===== src/rtl/de2u_pkg.sv =====
`timescale 1ns / 1ps

package de2u_pkg;

    typedef logic [63:0] dbl_t;

    localparam logic [1:0] SPEC_NONE = 2'd0;
    localparam logic [1:0] SPEC_NAN  = 2'd1;
    localparam logic [1:0] SPEC_INF  = 2'd2;
    localparam logic [1:0] SPEC_ZERO = 2'd3;

    typedef struct packed {
        logic [63:0]        x_raw;
        logic [63:0]        f;
        logic signed [11:0] k;
        logic [1:0]         spec;
        logic               f_neg;
    } tag_t;

    localparam dbl_t ONE      = 64'h3FF0000000000000;
    localparam dbl_t MIN_NORM = 64'h0010000000000000;
    localparam dbl_t POS_INF  = 64'h7FF0000000000000;
    localparam dbl_t QNAN     = 64'h7FF8000000000000;

    localparam logic [10:0] EXP_ONE    = 11'd1023;
    localparam logic [10:0] EXP_BIG    = 11'd1033;
    localparam logic [51:0] FRAC_SMALL = {10'd51, 42'd0};

    localparam logic signed [11:0] K_BIAS     = 12'sd1023;
    localparam logic signed [11:0] K_MIN_NORM = 12'sd1022;

    localparam int NCOEF = 7;

    localparam dbl_t COEF [0:NCOEF-1] = '{
        $realtobits(0.693147180559945286),
        $realtobits(0.240226506959100712),
        $realtobits(0.055504108664821609),
        $realtobits(0.009618129107628477),
        $realtobits(0.001333355814642844),
        $realtobits(0.000154035303933816),
        $realtobits(0.000015252733804456)
    };

endpackage


===== src/rtl/de2u_rred.sv =====
`timescale 1ns / 1ps

module de2u_rred (
    input  logic            clk,
    input  logic            rst_n,
    input  logic            en,
    input  logic            in_vld,
    input  de2u_pkg::dbl_t  x,
    output logic            out_vld,
    output de2u_pkg::dbl_t  a,
    output de2u_pkg::dbl_t  b,
    output de2u_pkg::tag_t  tag_out
);

    logic [10:0]        e;
    logic [10:0]        s;
    logic [51:0]        mask;
    logic [10:0]        mag;
    logic signed [11:0] k;
    logic [63:0]        t;
    logic [1:0]         spec;
    logic               vld_reg;
    de2u_pkg::dbl_t     a_reg;
    de2u_pkg::dbl_t     b_reg;
    de2u_pkg::tag_t     tag_reg;
    de2u_pkg::tag_t     tag_next;

    always_comb
    begin
        e    = x[62:52];
        s    = e - de2u_pkg::EXP_ONE;
        mask = (s >= 11'd52) ? {52{1'b1}} : ~({52{1'b1}} >> s[5:0]);
        mag  = {1'b1, x[51:42]} >> (4'd10 - s[3:0]);
        if (e < de2u_pkg::EXP_ONE)
        begin
            t = 64'd0;
            k = 12'sd0;
        end
        else
        begin
            t = {x[63], x[62:52], x[51:0] & mask};
            k = x[63] ? -$signed({1'b0, mag}) : $signed({1'b0, mag});
        end
        if (e == 11'h7FF && x[51:0] != 52'd0)
            spec = de2u_pkg::SPEC_NAN;
        else if (!x[63] && e >= de2u_pkg::EXP_BIG)
            spec = de2u_pkg::SPEC_INF;
        else if (x[63] && (e > de2u_pkg::EXP_BIG ||
                 (e == de2u_pkg::EXP_BIG && x[51:0] >= de2u_pkg::FRAC_SMALL)))
            spec = de2u_pkg::SPEC_ZERO;
        else
            spec = de2u_pkg::SPEC_NONE;
        tag_next       = '0;
        tag_next.x_raw = x;
        tag_next.k     = k;
        tag_next.spec  = spec;
    end

    always_ff @(posedge clk or negedge rst_n)
    begin
        if (!rst_n)
            vld_reg <= 1'b0;
        else if (en)
            vld_reg <= in_vld;
    end

    always_ff @(posedge clk)
    begin
        if (en)
        begin
            a_reg   <= x;
            b_reg   <= {~t[63], t[62:0]};
            tag_reg <= tag_next;
        end
    end

    assign out_vld = vld_reg;
    assign a       = a_reg;
    assign b       = b_reg;
    assign tag_out = tag_reg;

endmodule


===== config.mk =====
export PLATFORM = sky130hd
export DESIGN_NAME = de2u_rred
export DESIGN_NICKNAME = d
export VERILOG_FILES = /design/src/rtl/de2u_pkg.sv /design/src/rtl/de2u_rred.sv
export SDC_FILE = /design/constraint.sdc
export NUM_CORES = 1
export LEC_CHECK = 0
export BUFFER_PORTS_ARGS = -buffer_cell sky130_fd_sc_hd__buf_2
export CAP_MARGIN = 30
export CORE_MARGIN = 2
export CORE_UTILIZATION = 45
export DETAILED_ROUTE_END_ITERATION = 7
export HOLD_SLACK_MARGIN = 0.1
export PLACE_DENSITY = 0.82
export RECOVER_POWER = 100
export SYNTH_ARGS = -nofsm -noshare
export SYNTH_HDL_FRONTEND = slang
export SYNTH_SLANG_ARGS = --single-unit

===== constraint.sdc =====
create_clock -name clk -period 2 [get_ports clk]
set_input_delay 0.2 -clock clk [delete_from_list [all_inputs] [get_ports clk]]
set_output_delay 0.2 -clock clk [all_outputs]
set_load 0.005 [all_outputs]

Word level (Yosys, flattened, before mapping) --
Cells that the tools add are included.
Storage, ports and cells: output and inout port bits 272, bits in registers 143, word-level logic and storage cells 36
Operators by class: magnitude comparators 5, reduce and logical (&&, ||, !) cells 8, shift operators 2, add/subtract/negate cells 3, equality and inequality tests 2, muxes and demuxes 5, bitwise operators 4
Operators with widths (count):
- 64-bit 2-to-1 mux | 1
- 52-bit AND | 1
- 52-bit by 48-bit >= comparator with 1-bit output, second input constant | 1
- 52-bit 2-to-1 mux | 1
- 52-bit inverter | 1
- 52-bit nonzero test | 1
- 52-bit by 6-bit right shift with 52-bit output, first input constant | 1
- 11-bit == test, second input constant | 2
- 11-bit negation with 12-bit output | 1
- 11-bit >= comparator, second input constant | 1
- 11-bit by 6-bit >= comparator with 1-bit output, second input constant | 1
- 11-bit > comparator, second input constant | 1
- 11-bit by 10-bit < comparator with 1-bit output, second input constant | 1
- 11-bit 2-to-1 mux | 1
- 11-bit by 4-bit right shift with 11-bit output | 1
- 11-bit by 10-bit subtractor with 11-bit output, second input constant | 1
- 1-bit logical AND | 4
- 2-bit 2-to-1 mux | 2
- 4-bit subtractor, first input constant | 1
- 1-bit inverter | 2
- 2-bit OR reduction | 1
- 1-bit logical NOT | 1
- 1-bit logical OR | 1

Longest topological paths before layout --
depth in word-level cells 7, depth in mapped cells 14

Worst setup path before layout --
No wires, ideal clock.
path type input port to flip-flop, start point input port x[52], end point register tag_reg, in the netlist tag_out[10], data pin, stages on the path 12, setup slack -1133 ps, required time 1732 ps, data arrival time 2865 ps, cell sequence ha_1 inv_1 ha_1 ha_1 buf_2 clkbuf_1 o21ai_0 a221oi_1 nor3_2 or4_4 o2111ai_1 nand4_1
Between the ends: word-level cells in the longest chain between the ends 5, elaborated cells between the ends (all ways) 6, classes of those cells add/sub (3); order compare (1); shift (1); mux (1)
RTL lines:
- start, declared | line de2u_rred.sv:8 | input de2u_pkg::dbl_t x,
- 11-bit by 10-bit subtractor with 11-bit output | line de2u_rred.sv:31 | s = e - de2u_pkg::EXP_ONE;
- 4-bit subtractor | line de2u_rred.sv:33 | mag = {1'b1, x[51:42]} >> (4'd10 - s[3:0]);
- 11-bit by 4-bit right shift with 11-bit output | line de2u_rred.sv:33
- 11-bit negation with 12-bit output | line de2u_rred.sv:42 | k = x[63] ? -$signed({1'b0, mag}) : $signed({1'b0, mag});
- 11-bit 2-to-1 mux | line de2u_rred.sv:42
- end signal, assigned | line de2u_rred.sv:73 | tag_reg <= tag_next;
- end, declared | line de2u_rred.sv:25 | de2u_pkg::tag_t tag_reg;
Several ways; a longest one is shown, not always the timed one. A chain may end at the register's enable or synchronous reset.

Worst setup path after layout --
start point input port x[53], end point register tag_reg, in the netlist tag_out[13], data pin
The elaborated chain is that of the path after synthesis.

==> impl_results.md <==
- Synthesized cell area: 7720 sq um
- Async set-reset flop share out of synthesis: 0.699%
- Worst slew pin tran: 1.40 ns
- Clock root cell: clkbuf_16
- Max-slew violations: 0
- Register area: 4290 sq um
- Routability Congestion: 0.883
- Initial core utilization: 46.2%
- Predominant post-synthesis flop cell: edfxtp_1
- Post-synth EDFFs: 142
- Reg clk slew, reported paths: 0.07 ns
- Layout Utilization: 65.4%
- Max cap viols: 0
- Layout cells sized above 1: 41.0%
- Total power: 8.76 mW
- Num Clock Sinks: 143
- Routed vias/inst: 5.05
- Int Pwr: 6.30 mW
- Detailed placer's ending HPWL: 17600 um
- Final Instance Area: 10900 sq um
- Post-route ant nets: 0
- Combinational Power Share: 22.5%
- H-tree depth: 4
- Commonest non-fill, non-tap cell in the layout: buf_2
- Initial antenna violation count: 0
- Static Leakage: 4.75 nW
- Setup violations, final: 12
- Net switching power: 2.45 mW
- Yosys cell types: 62
- Clock Power Share: 35.4%
- DIE HEIGHT: 135 um
- Setup CP Type: primary input to register
- Pwr dens: 802 nW/um^2
- Full die area: 18200 sq um
- GR Overflow Total: 0
- Rows: 47
- Seq pwr share: 42.1%
- Clk_lat worst skew: 0.42 ns
- Nets@finish: 1157
- Violated checks: setup timing
- Synth-to-Final Area Change: 41.5%
- Largest net degree at the start of global routing: 48
- Chip width: 135 um
- Via count: 6631
- F_max: 411 MHz
- DP Area: 9650 sq um
- Port bufs: 274
- Post-DR wirelength/cell: 18.1 um
- Relative slew margins: 6.59%
- Most frequent cells in the layout: buf_2 (219), edfxtp_1 (142), buf_4 (124)
- DRC Markers: 0
- DRT Pass-1 Iters: 5
- Worst endpoint required time: 2.27 ns
- Boundary pin count: 340
- Setup crit start kind: primary input
- TritonCTS clock tree: done
- Synth warn: 0
- DRT Wirelength: 23800 um
- Register area share after synthesis: 55.6%
- Syn Area/Cell: 11.2 sq um
- Vias in the first global route: 6154
- Arr. time, crit path: 2.70 ns
- First-pass GRT wire length: 34700 um
- Switching part of the total: 28.0%
- Final worst slack: -0.431 ns
- Period Utilization, post-route: 122%
- Multi-input gate area: 2740 sq um
- CP max FO: 5
- Inserted Clock Buffers: 17
- Outcome: complete, but fails checks
- CP Capture Type: register
- Core box area: 16700 sq um
- Iteration-0 DRC Markers: 485
- Clock period minus worst slack: 2.43 ns
- CTS max path bufs: 2
- Fin. Hold Viols: 0
- Hold Crit Class: primary input to register
- Total GRT Usage: 25.4%
- Worst VDD drop: 0.000607 V
- Antenna Cells: 0
- Cells after Synth: 688
- RSZ-0062 raised after global routing: true
- FILL cells: 1336
- Final Skew: 0 ns
- Synthesis-stage register bit count: 143
- Largest register FFs: 78
[critical path: stages]
cell and delay [ns]:
buf_8 0.10, ha_4 0.17, inv_4 0.06, ha_4 0.21
nand4b_1 0.20, and2_4 0.17, buf_6 0.12, a211oi_4 0.25
mux2_4 0.36, or3_4 0.45, nor3_4 0.21, mux2i_1 0.20
[power by group through the flow]
stage | logic [mW] | clock network (mW) | registers [mW]
5_1_grt | 2.13 | 3.29 | 3.71
4_1_cts | 1.94 | 3.14 | 3.68
3_5_place_dp | 1.75 | 0 | 3.74
2_1_floorplan | 0.943 | 0 | 3.77
6_report | 1.97 | 3.10 | 3.68
3_3_place_gp | 1.74 | 0 | 3.74
[cells in the mapped netlist (3+ instances only)]
| cell | n | area share, % |
|---|---|---|
| nand2b_1 | 3 | 0.24 |
| buf_2 | 11 | 0.71 |
| nand2_1 | 84 | 4.1 |
| clkbuf_1 | 12 | 0.58 |
| and3_1 | 9 | 0.73 |
| mux2i_1 | 12 | 1.6 |
| xnor2_1 | 8 | 0.91 |
| nor3_1 | 6 | 0.39 |
| nand4_1 | 7 | 0.57 |
| nor4_1 | 17 | 1.4 |
| a211o_1 | 4 | 0.45 |
| a21o_1 | 3 | 0.29 |
| nand3_1 | 11 | 0.71 |
| and2_1 | 12 | 0.97 |
| or2_2 | 4 | 0.32 |
| nor2b_1 | 4 | 0.32 |
| a211oi_1 | 3 | 0.29 |
| buf_4 | 133 | 13 |
| o211a_1 | 7 | 0.91 |
| ha_1 | 8 | 1.3 |
| edfxtp_1 | 142 | 55 |
| o21ai_0 | 26 | 1.7 |
| a31oi_1 | 3 | 0.24 |
| o21a_1 | 3 | 0.29 |
| o2111ai_1 | 3 | 0.34 |
| inv_1 | 17 | 0.83 |
| a311oi_1 | 3 | 0.34 |
| a21oi_1 | 59 | 3.8 |
| mux4_2 | 5 | 1.5 |
| nor2_1 | 31 | 1.5 |
[cell type report]
| type | count | share of cell area, % |
|---|---|---|
| tap | 220 | 2.52 |
| inverter | 17 | 0.630 |
| clock buffer | 17 | 3.89 |
| multi-input combinational | 433 | 25.0 |
| sequential | 143 | 39.3 |
| timing repair buffer | 469 | 27.3 |
| clock inverter | 15 | 1.37 |
[metrics by stage]
stage	setup WS (ns)	hold WS, ns	setup TNS, ns	instances
finish	-0.431	0.147	-3.85	1314
global route	-0.500	0.151	-4.50	1314
CTS	-0.391	0.105	-3.50	1310
detailed placement	-0.966	-0.0218	-24.86	1218
global placement	-0.873	-0.0247	-21.76	1218
floorplan	-0.716	-0.0956	-6.47	752
[timing repair]
item | in CTS | in global routing
setup endpoints to repair | 12 | 24
pin swaps | 22 | 6
hold endpoints to repair | 50 | 0
gates resized for setup | 24 | 18
hold buffers | 51 | 0
buffers inserted | 10 | 4
[path summary, 6_finish.rpt]
kind / startpoint / end / slack (ns) / depth (start not counted)
min reg2reg: out_vld / out_vld / 0.52 / 1
max: x[53] / tag_out[13] / -0.43 / 12
max in group asynchronous: rst_n / out_vld / 1.31 / 3
max reg2reg: out_vld / out_vld / 1.25 / 1
min: x[6] / b[6] / 0.15 / 3
min in group asynchronous: rst_n / out_vld / 0.59 / 3
[cells by family (layout without fill, tap and decap cells)]
kind of cell | after synthesis | count (layout) | share of synthesized area [%]
AND/OR/NAND/NOR | 201 | 201 | 12.8
flip-flops | 143 | 143 | 55.6
XOR/XNOR | 10 | 10 | 1.13
other | 1 | 65 | 0.0486
AO/OA/AOI/OAI | 130 | 130 | 10.5
buffers and inverters | 176 | 518 | 15.3
multiplexers | 19 | 19 | 3.31
adder cells (fa/ha/maj) | 8 | 8 | 1.30
[per-layer routing]
metal	share of wire, %	vias to the layer above	GRT usage (%)
met3	6.2	40	4.80
li1	-	3089	-
met5	0	-	0
met1	39	3169	31.0
met2	53	333	45.9
met4	2.1	0	7.00
Note: power is estimated with default switching activity, not from simulation.
