**config.mk**
```make
export PLATFORM = sky130hd
export DESIGN_NAME = de2u_fadd
export DESIGN_NICKNAME = d
export VERILOG_FILES = /design/src/rtl/de2u_pkg.sv /design/src/rtl/de2u_fadd.sv
export SDC_FILE = /design/constraint.sdc
export NUM_CORES = 2
export LEC_CHECK = 0
export ABC_AREA = 1
export BUFFER_PORTS_ARGS = -buffer_cell sky130_fd_sc_hd__buf_2
export CAP_MARGIN = 20
export CORE_ASPECT_RATIO = 1.5
export CORE_UTILIZATION = 55
export CTS_CLUSTER_DIAMETER = 200
export DETAILED_ROUTE_END_ITERATION = 8
export PLACE_DENSITY = 0.79
export SLEW_MARGIN = 15
export SYNTH_ARGS = -nofsm -noshare
export SYNTH_HDL_FRONTEND = slang
export SYNTH_SLANG_ARGS = --single-unit
```
**constraint.sdc**
```tcl
create_clock -name clk -period 7.8 [get_ports clk]
set_input_delay 0.39 -clock clk [delete_from_list [all_inputs] [get_ports clk]]
set_output_delay 0.39 -clock clk [all_outputs]
set_load 0.005 [all_outputs]
```
**src/rtl/de2u_pkg.sv**
```systemverilog
`timescale 1ns / 1ps

package de2u_pkg;

    typedef logic [63:0] dbl_t;

    localparam logic [1:0] SPEC_NONE = 2'd0;
    localparam logic [1:0] SPEC_NAN  = 2'd1;
    localparam logic [1:0] SPEC_INF  = 2'd2;
    localparam logic [1:0] SPEC_ZERO = 2'd3;

    typedef struct packed {
        logic [63:0]        x_raw;
        logic [63:0]        f;
        logic signed [11:0] k;
        logic [1:0]         spec;
        logic               f_neg;
    } tag_t;

    localparam dbl_t ONE      = 64'h3FF0000000000000;
    localparam dbl_t MIN_NORM = 64'h0010000000000000;
    localparam dbl_t POS_INF  = 64'h7FF0000000000000;
    localparam dbl_t QNAN     = 64'h7FF8000000000000;

    localparam logic [10:0] EXP_ONE    = 11'd1023;
    localparam logic [10:0] EXP_BIG    = 11'd1033;
    localparam logic [51:0] FRAC_SMALL = {10'd51, 42'd0};

    localparam logic signed [11:0] K_BIAS     = 12'sd1023;
    localparam logic signed [11:0] K_MIN_NORM = 12'sd1022;

    localparam int NCOEF = 7;

    localparam dbl_t COEF [0:NCOEF-1] = '{
        $realtobits(0.693147180559945286),
        $realtobits(0.240226506959100712),
        $realtobits(0.055504108664821609),
        $realtobits(0.009618129107628477),
        $realtobits(0.001333355814642844),
        $realtobits(0.000154035303933816),
        $realtobits(0.000015252733804456)
    };

endpackage

```
**src/rtl/de2u_fadd.sv**
```systemverilog
`timescale 1ns / 1ps

module de2u_fadd (
    input  logic            clk,
    input  logic            rst_n,
    input  logic            en,
    input  logic            in_vld,
    input  de2u_pkg::dbl_t  a,
    input  de2u_pkg::dbl_t  b,
    input  de2u_pkg::tag_t  tag_in,
    output logic            out_vld,
    output de2u_pkg::dbl_t  res,
    output de2u_pkg::tag_t  tag_out
);

    typedef struct packed {
        logic sign;
        logic zsign;
        logic sub;
        logic inf;
        logic nan;
    } afl_t;

    de2u_pkg::dbl_t big;
    de2u_pkg::dbl_t sml;
    logic [10:0]    eb_eff;
    logic [10:0]    es_eff;
    afl_t           fl_next;
    logic [5:0]     amt;
    logic [55:0]    ext;
    logic [55:0]    shifted;
    logic [55:0]    al_next;
    logic [56:0]    sum_next;
    logic [5:0]     lz_next;
    logic [5:0]     lzm1;
    logic [10:0]    emax;
    logic [5:0]     sh;
    logic [55:0]    n_next;
    logic [11:0]    ef_next;
    logic [10:0]    ef_fld;
    logic           rnd;
    logic [62:0]    rounded;
    de2u_pkg::dbl_t res_next;

    logic [5:0]     vld_reg;
    de2u_pkg::tag_t tag_reg [0:5];
    afl_t           fl_reg [0:4];
    logic [10:0]    ebig_reg [0:3];
    logic [52:0]    mbig_reg;
    logic [52:0]    msml_reg;
    logic [10:0]    d_reg;
    logic [55:0]    big_reg;
    logic [55:0]    al_reg;
    logic [56:0]    sum_reg [0:1];
    logic [5:0]     lz_reg;
    logic           zero_reg [0:1];
    logic [55:0]    n_reg;
    logic [11:0]    ef_reg;
    de2u_pkg::dbl_t res_reg;

    // order operands by magnitude
    always_comb
    begin
        big    = (a[62:0] >= b[62:0]) ? a : b;
        sml    = (a[62:0] >= b[62:0]) ? b : a;
        eb_eff = (big[62:52] == 11'd0) ? 11'd1 : big[62:52];
        es_eff = (sml[62:52] == 11'd0) ? 11'd1 : sml[62:52];
        fl_next.sign  = big[63];
        fl_next.zsign = a[63] & b[63];
        fl_next.sub   = a[63] ^ b[63];
        fl_next.inf   = (a[62:52] == 11'h7FF) || (b[62:52] == 11'h7FF);
        fl_next.nan   = (a[62:52] == 11'h7FF && a[51:0] != 52'd0) ||
                        (b[62:52] == 11'h7FF && b[51:0] != 52'd0) ||
                        (a[62:52] == 11'h7FF && b[62:52] == 11'h7FF &&
                         (a[63] ^ b[63]));
    end

    // align the smaller operand, keep guard, round and sticky
    always_comb
    begin
        amt     = (d_reg > 11'd63) ? 6'd63 : d_reg[5:0];
        ext     = {msml_reg, 3'b000};
        shifted = ext >> amt;
        al_next = {shifted[55:1], shifted[0] | (|(ext & ~({56{1'b1}} << amt)))};
    end

    assign sum_next = fl_reg[1].sub ? ({1'b0, big_reg} - {1'b0, al_reg}) :
                                      ({1'b0, big_reg} + {1'b0, al_reg});

    always_comb
    begin
        lz_next = 6'd57;
        for (int i = 0; i < 57; i++)
        begin
            if (sum_reg[0][i])
                lz_next = 6'(56 - i);
        end
    end

    // normalize, limited by the subnormal boundary
    always_comb
    begin
        lzm1 = lz_reg - 6'd1;
        emax = ebig_reg[3] - 11'd1;
        if (sum_reg[1][56])
        begin
            sh      = 6'd0;
            n_next  = {sum_reg[1][56:2], sum_reg[1][1] | sum_reg[1][0]};
            ef_next = {1'b0, ebig_reg[3]} + 12'd1;
        end
        else
        begin
            sh      = ({5'd0, lzm1} < emax) ? lzm1 : emax[5:0];
            n_next  = sum_reg[1][55:0] << sh;
            ef_next = {1'b0, ebig_reg[3]} - {6'd0, sh};
        end
    end

    // round to nearest even
    always_comb
    begin
        ef_fld  = n_reg[55] ? ef_reg[10:0] : 11'd0;
        rnd     = n_reg[2] & (n_reg[1] | n_reg[0] | n_reg[3]);
        rounded = {ef_fld, n_reg[54:3]} + 63'(rnd);
        if (fl_reg[4].nan)
            res_next = de2u_pkg::QNAN;
        else if (fl_reg[4].inf)
            res_next = {fl_reg[4].sign, de2u_pkg::POS_INF[62:0]};
        else if (zero_reg[1])
            res_next = {fl_reg[4].zsign, 63'd0};
        else if (n_reg[55] && ef_reg >= 12'd2047)
            res_next = {fl_reg[4].sign, de2u_pkg::POS_INF[62:0]};
        else
            res_next = {fl_reg[4].sign, rounded};
    end

    always_ff @(posedge clk or negedge rst_n)
    begin
        if (!rst_n)
            vld_reg <= '0;
        else if (en)
            vld_reg <= {vld_reg[4:0], in_vld};
    end

    always_ff @(posedge clk)
    begin
        if (en)
        begin
            mbig_reg    <= {big[62:52] != 11'd0, big[51:0]};
            msml_reg    <= {sml[62:52] != 11'd0, sml[51:0]};
            d_reg       <= eb_eff - es_eff;
            ebig_reg[0] <= eb_eff;
            big_reg     <= {mbig_reg, 3'b000};
            al_reg      <= al_next;
            sum_reg[0]  <= sum_next;
            sum_reg[1]  <= sum_reg[0];
            lz_reg      <= lz_next;
            zero_reg[0] <= (sum_reg[0] == 57'd0);
            zero_reg[1] <= zero_reg[0];
            n_reg       <= n_next;
            ef_reg      <= ef_next;
            res_reg     <= res_next;
            fl_reg[0]   <= fl_next;
            tag_reg[0]  <= tag_in;
            for (int i = 1; i < 4; i++)
                ebig_reg[i] <= ebig_reg[i-1];
            for (int i = 1; i < 5; i++)
                fl_reg[i] <= fl_reg[i-1];
            for (int i = 1; i < 6; i++)
                tag_reg[i] <= tag_reg[i-1];
        end
    end

    assign out_vld = vld_reg[5];
    assign res     = res_reg;
    assign tag_out = tag_reg[5];

endmodule

```
======== Yosys cells after proc, flatten, opt, wreduce, memory -nomap -nowiden ========
Memory sizes are Yosys's and may differ from the RTL's.
Index checks and enable logic that the tools add are counted.
storage, ports and cells
  logic and storage cells ................. 143
  input port bits ......................... 275
  memories ................................ 5
  memory bits (writable) .................. 1043
  flip-flop bits (word level) ............. 370
cells by class
  bitwise operators ....................... 9
  mux-type cells .......................... 71
  reduce and logical (&&, ||, !) cells .... 23
  equality and inequality tests ........... 2
  shift operators ......................... 3
  $lt $le $gt $ge ......................... 4
  add/subtract/negate cells ............... 8
memories
  name      words  bits a word  rd ports  clocked after Yosys merged registers in  wr ports  RTL line         source
  tag_reg   6      143          6         0                                        6         de2u_fadd.sv:46  de2u_pkg::tag_t tag_reg [0:5];
  sum_reg   2      57           2         0                                        2         de2u_fadd.sv:54  logic [56:0] sum_reg [0:1];
  ebig_reg  4      11           4         0                                        4         de2u_fadd.sv:48  logic [10:0] ebig_reg [0:3];
  fl_reg    5      5            5         0                                        5         de2u_fadd.sv:47  afl_t fl_reg [0:4];
  zero_reg  2      1            2         0                                        2         de2u_fadd.sv:56  logic zero_reg [0:1];
operator list
  operator                                                             number
  64-bit two-way mux                                                   3
  6-bit two-way mux                                                    26
  63-bit two-way mux                                                   2
  52-bit nonzero test                                                  2
  5-bit two-way mux                                                    16
  63-bit by 1-bit adder with 63-bit output                             1
  63-bit >= comparator                                                 1
  56-bit by 56-bit adder with 57-bit output                            1
  57-bit zero test                                                     1
  57-bit two-way mux                                                   1
  56-bit by 56-bit subtractor with 57-bit output                       1
  56-bit bitwise AND                                                   1
  56-bit inverter                                                      1
  56-bit OR reduction                                                  1
  56-bit by 6-bit left shift with 56-bit output                        1
  56-bit by 6-bit left shift with 56-bit output, first input constant  1
  56-bit by 6-bit >> shifter with 56-bit output                        1
  55-bit two-way mux                                                   1
  11-bit two-way mux                                                   3
  4-bit two-way mux                                                    8
  32-bit OR reduction                                                  1
  11-bit == test, second input constant                                2
  11-bit zero test                                                     2
  11-bit nonzero test                                                  2
  21 further kinds                                                     40

======== Longest topological paths before layout ========
An unclocked memory read counts as a cell.
  word-level depth ........................ 57
  mapped depth ............................ 56
  gate-level depth less buffers ........... 56

======== Worst setup path after synthesis ========
No wires, ideal clock.
  kind .................................... register to register
  start ................................... memory ebig_reg[3][1]
  end ..................................... register ef_reg[11], data pin
  library setup time ...................... 262 ps
  slack ................................... 2631 ps
  data arrival time ....................... 4907 ps
  clock period less this slack ............ 5169 ps
  data required time ...................... 7538 ps
  stages on the path, launching flop included .. 35
  cells stage by stage .................... edfxtp_1 > inv_1 > ha_1 > xnor2_1 > ha_1 > nand2_1 > a21oi_1 > a211oi_1 > nor2_1 > a211o_1 > nand2_1 > inv_1 > o21ai_1 > clkbuf_1 > nand2_1 > o21ai_1 > inv_2 > clkbuf_1 > buf_1 > ha_1 > o21ai_0 > a21oi_1 > ha_1 > nand2_1 > nor2_1 > a211oi_1 > o21bai_1 > a21oi_1 > o21ai_0 > nand3_1 > nand2_1 > a21oi_1 > nor2_1 > nor2_1 > xnor2_1
RTL lines
  element                 RTL line          source
  start: declaration      de2u_fadd.sv:48
  end signal: assignment  de2u_fadd.sv:161  ef_reg <= ef_next;
  end: declaration        de2u_fadd.sv:58   logic [11:0] ef_reg;

==> out/summary.txt <==
Largest register FFs -> 858
Seq/Total Area, Yosys -> 68.0%
Max IR drop VDD -> 273 µV
grt met3 use -> 3.43%
Worst Path Required -> 8300 ps
CP Launch Type -> flop
maximum clock path buffer count -> 3
grt ovf -> 0
Synth-to-Final Area Change -> 17.5%
outcome -> complete, no violations
Final Setup Violations -> 0
clock sinks -> 1410
first-pass GRT wire length -> 225 mm
RSZ-0062 raised after global routing -> no
Hold Path Class -> in2reg
worst slew pin tran -> 1100 ps
initial antenna violation count -> 1
Synth cell types -> 69
pins over their slew limit -> 0
CTS tree -> done
initial DRC count -> 3393
final WL -> 151 mm
vias in the first global route -> 40800
cell with the most instances on the worst path -> nand2_1
Mapped Area -> 62200 µm²
ranking of synthesized cells by area -> edfxtp_1 (68%), nand2_1 (5.7%), o21ai_0 (4.4%)
core area -> 112000 µm²
Most used DFF post-synth -> edfxtp_1
# IOs -> 483
compound-cell area share of the yosys netlist -> 10.1%
Slew headroom -> 26.2%
DP Cell Count -> 7061
Filler Cells Inserted -> 8277
clk root buf -> clkbuf_16
Die X -> 277 µm
grt met1 use -> 28.3%
Net Switching -> 5010 µW
warning count from the yosys run -> 0
Min-Delay Path Depth -> 3
top-area cell type share of the netlist area -> 67.8%
sw frac -> 27.0%
gr usage total -> 26.0%
drt via density -> 5.51
Reg2Reg Depth -> 28
Die ar. -> 114000 µm²
ys async rst share -> 0.426%
clock period minus worst slack -> 5710 ps
Synth top cells by count -> edfxtp_1 (1404), nand2_1 (940), inv_1 (578), o21ai_0 (544), nor2_1 (346)
# DRC -> 0
post-CTS setup buffer count -> 0
Post-synth EDFFs -> 1404
WP data arrival -> 6210 ps
post-route insts no fill -> 7551
post-synthesis mux area share -> 0.678%
Tcrit/Tclk final -> 73.2%
worst-path fanout max -> 25
most frequent cell after synthesis -> edfxtp_1
largest net degree at the start of global routing -> 218
Synth Area in Simple Gates -> 10.9%
Mapped Avg Cell Area -> 11.8 µm²
M2 GR Usage -> 48.1%
area post-placement -> 66200 µm²
Synth Area in XOR/XNOR -> 1.37%
Clk pwr share -> 34.1%
CTS Buf Count -> 130
CTS clk-pin slew, worst paths -> 60 ps
DRT antenna net count -> 0
later-pin clock latency in the skew report -> 770 ps
Non-Filler Cell Area, Final -> 73100 µm²
die height -> 414 µm
gpl congestion -> 1.04
max_cap viols -> 0
Synth area leader -> edfxtp_1
adder-cell share of the synthesized area -> 4.14%
Pint -> 13500 µW
Total Nets Final -> 6479
layout cell share with drive strength beyond 1 -> 13.5%
Initial Utilization -> 55.6%
Power per Cell Area -> 254 nW/µm²
Syn Nets -> 5751
Gate power share -> 14.9%
Crit Path Class -> reg2reg
Most Crowded Layer GR -> met2
Final Hold Vio Count -> 0
row count -> 150
CTS H-tree lvls -> 4
largest family of logic cells by synthesized area -> simple AND/OR/NAND/NOR gates
Clock Skew -> 35.3 ps
post-synthesis register bit count -> 1410
total power draw -> 18500 µW
slowest CP cell -> edfxtp_1
via count -> 41600
crit end category -> flop
slowest stage delay, CP -> 430 ps
post-DP HPWL -> 107 mm
Pleak -> 0.0288 µW
drt wl/cell -> 19.9 µm
Detailed Routing Iterations Pass 1 -> 6
# port buffers -> 482
Flop pwr share -> 51.0%
Post-Syn Instances -> 5272
fmax -> 175 MHz
setup_tns -> 0 ps
[cells by family (layout without fill, tap and decap cells)]
logic type,Yosys count,in the layout
buf+inv,783,1617
fa+ha+maj,204,204
simple gates,1618,1618
xor+xnor,97,97
flops,1410,1410
compound gates,1118,1118
other cells,0,1
mux,42,42
[per-stage QoR]
stage / setup WS, ps / hold slack, ps / util (%)
2_1_floorplan: 2630 / 94.4 / -
3_3_place_gp: 1790 / 221 / 59.2
3_5_place_dp: 1700 / 229 / 59.2
4_1_cts: 1700 / 2.11 / 65.3
5_1_grt: 1570 / 37.0 / 65.3
6_report: 2090 / 53.5 / 65.3
[placed cells by master (no fill, tap or decap), types with 131 or more instances in the layout]
| cell | n |
|---|---|
| edfxtp_1 | 1404 |
| nand2_1 | 940 |
| inv_1 | 578 |
| o21ai_0 | 543 |
| buf_2 | 482 |
| nor2_1 | 340 |
| a21oi_1 | 271 |
| dlygate4sd3_1 | 249 |
| ha_1 | 201 |
| clkbuf_16 | 131 |
[worst max-delay path: cells and delay by family (launching register included)]
family | cells | cell delay [ps]
AND/OR/NAND/NOR | 10 | 1170
AO/OA/AOI/OAI | 8 | 1380
flip-flops | 1 | 430
adder cells (fa/ha/maj) | 3 | 830
buffers and inverters | 5 | 1230
XOR/XNOR | 2 | 390
[final cells by class]
class	instances	area (µm²)	area share, %
clock inverter	85	952	1.30
sequential	1410	42300	57.9
tap	1444	1810	2.47
multi-input combinational	3079	17000	23.3
antenna	1	2.50	0.00343
inverter	599	2250	3.08
timing repair buffer	780	5360	7.34
clock buffer	153	3370	4.61
[metal layers]
metal | part of all wire [%] | vias to the layer above | wire length [µm]
met4 | 6.3 | 0 | 9450
met5 | 0 | - | 0
met2 | 52 | 1473 | 78700
met3 | 4.3 | 408 | 6500
li1 | - | 20100 | -
met1 | 37 | 19600 | 55900
[final timing paths]
kind | from | endpoint | slack, ps
max | ebig_reg[3][0] | ef_reg[11] | 2090
min | b[3] | msml_reg[3] | 50
max reg2reg | ebig_reg[3][0] | ef_reg[11] | 2090
min reg2reg | tag_reg[0][55] | tag_reg[1][55] | 400
max in group asynchronous | rst_n | vld_reg[2] | 6930
min in group asynchronous | rst_n | vld_reg[4] | 610
[power by group through the flow]
stage | Sequential [µW] | Combinational, µW | Clock (µW)
2_1_floorplan | 9450 | 1640 | 0
3_3_place_gp | 9560 | 2560 | 0
3_5_place_dp | 9600 | 2590 | 0
4_1_cts | 9440 | 2720 | 6440
5_1_grt | 9500 | 3040 | 6730
6_report | 9450 | 2760 | 6320
[repair_timing]
action | CTS | global route
endpoints found under the hold margin | 224 | 0
hold buffers | 249 | 0
resized for setup | 0 | 0
(Power assumes the default switching activity.)
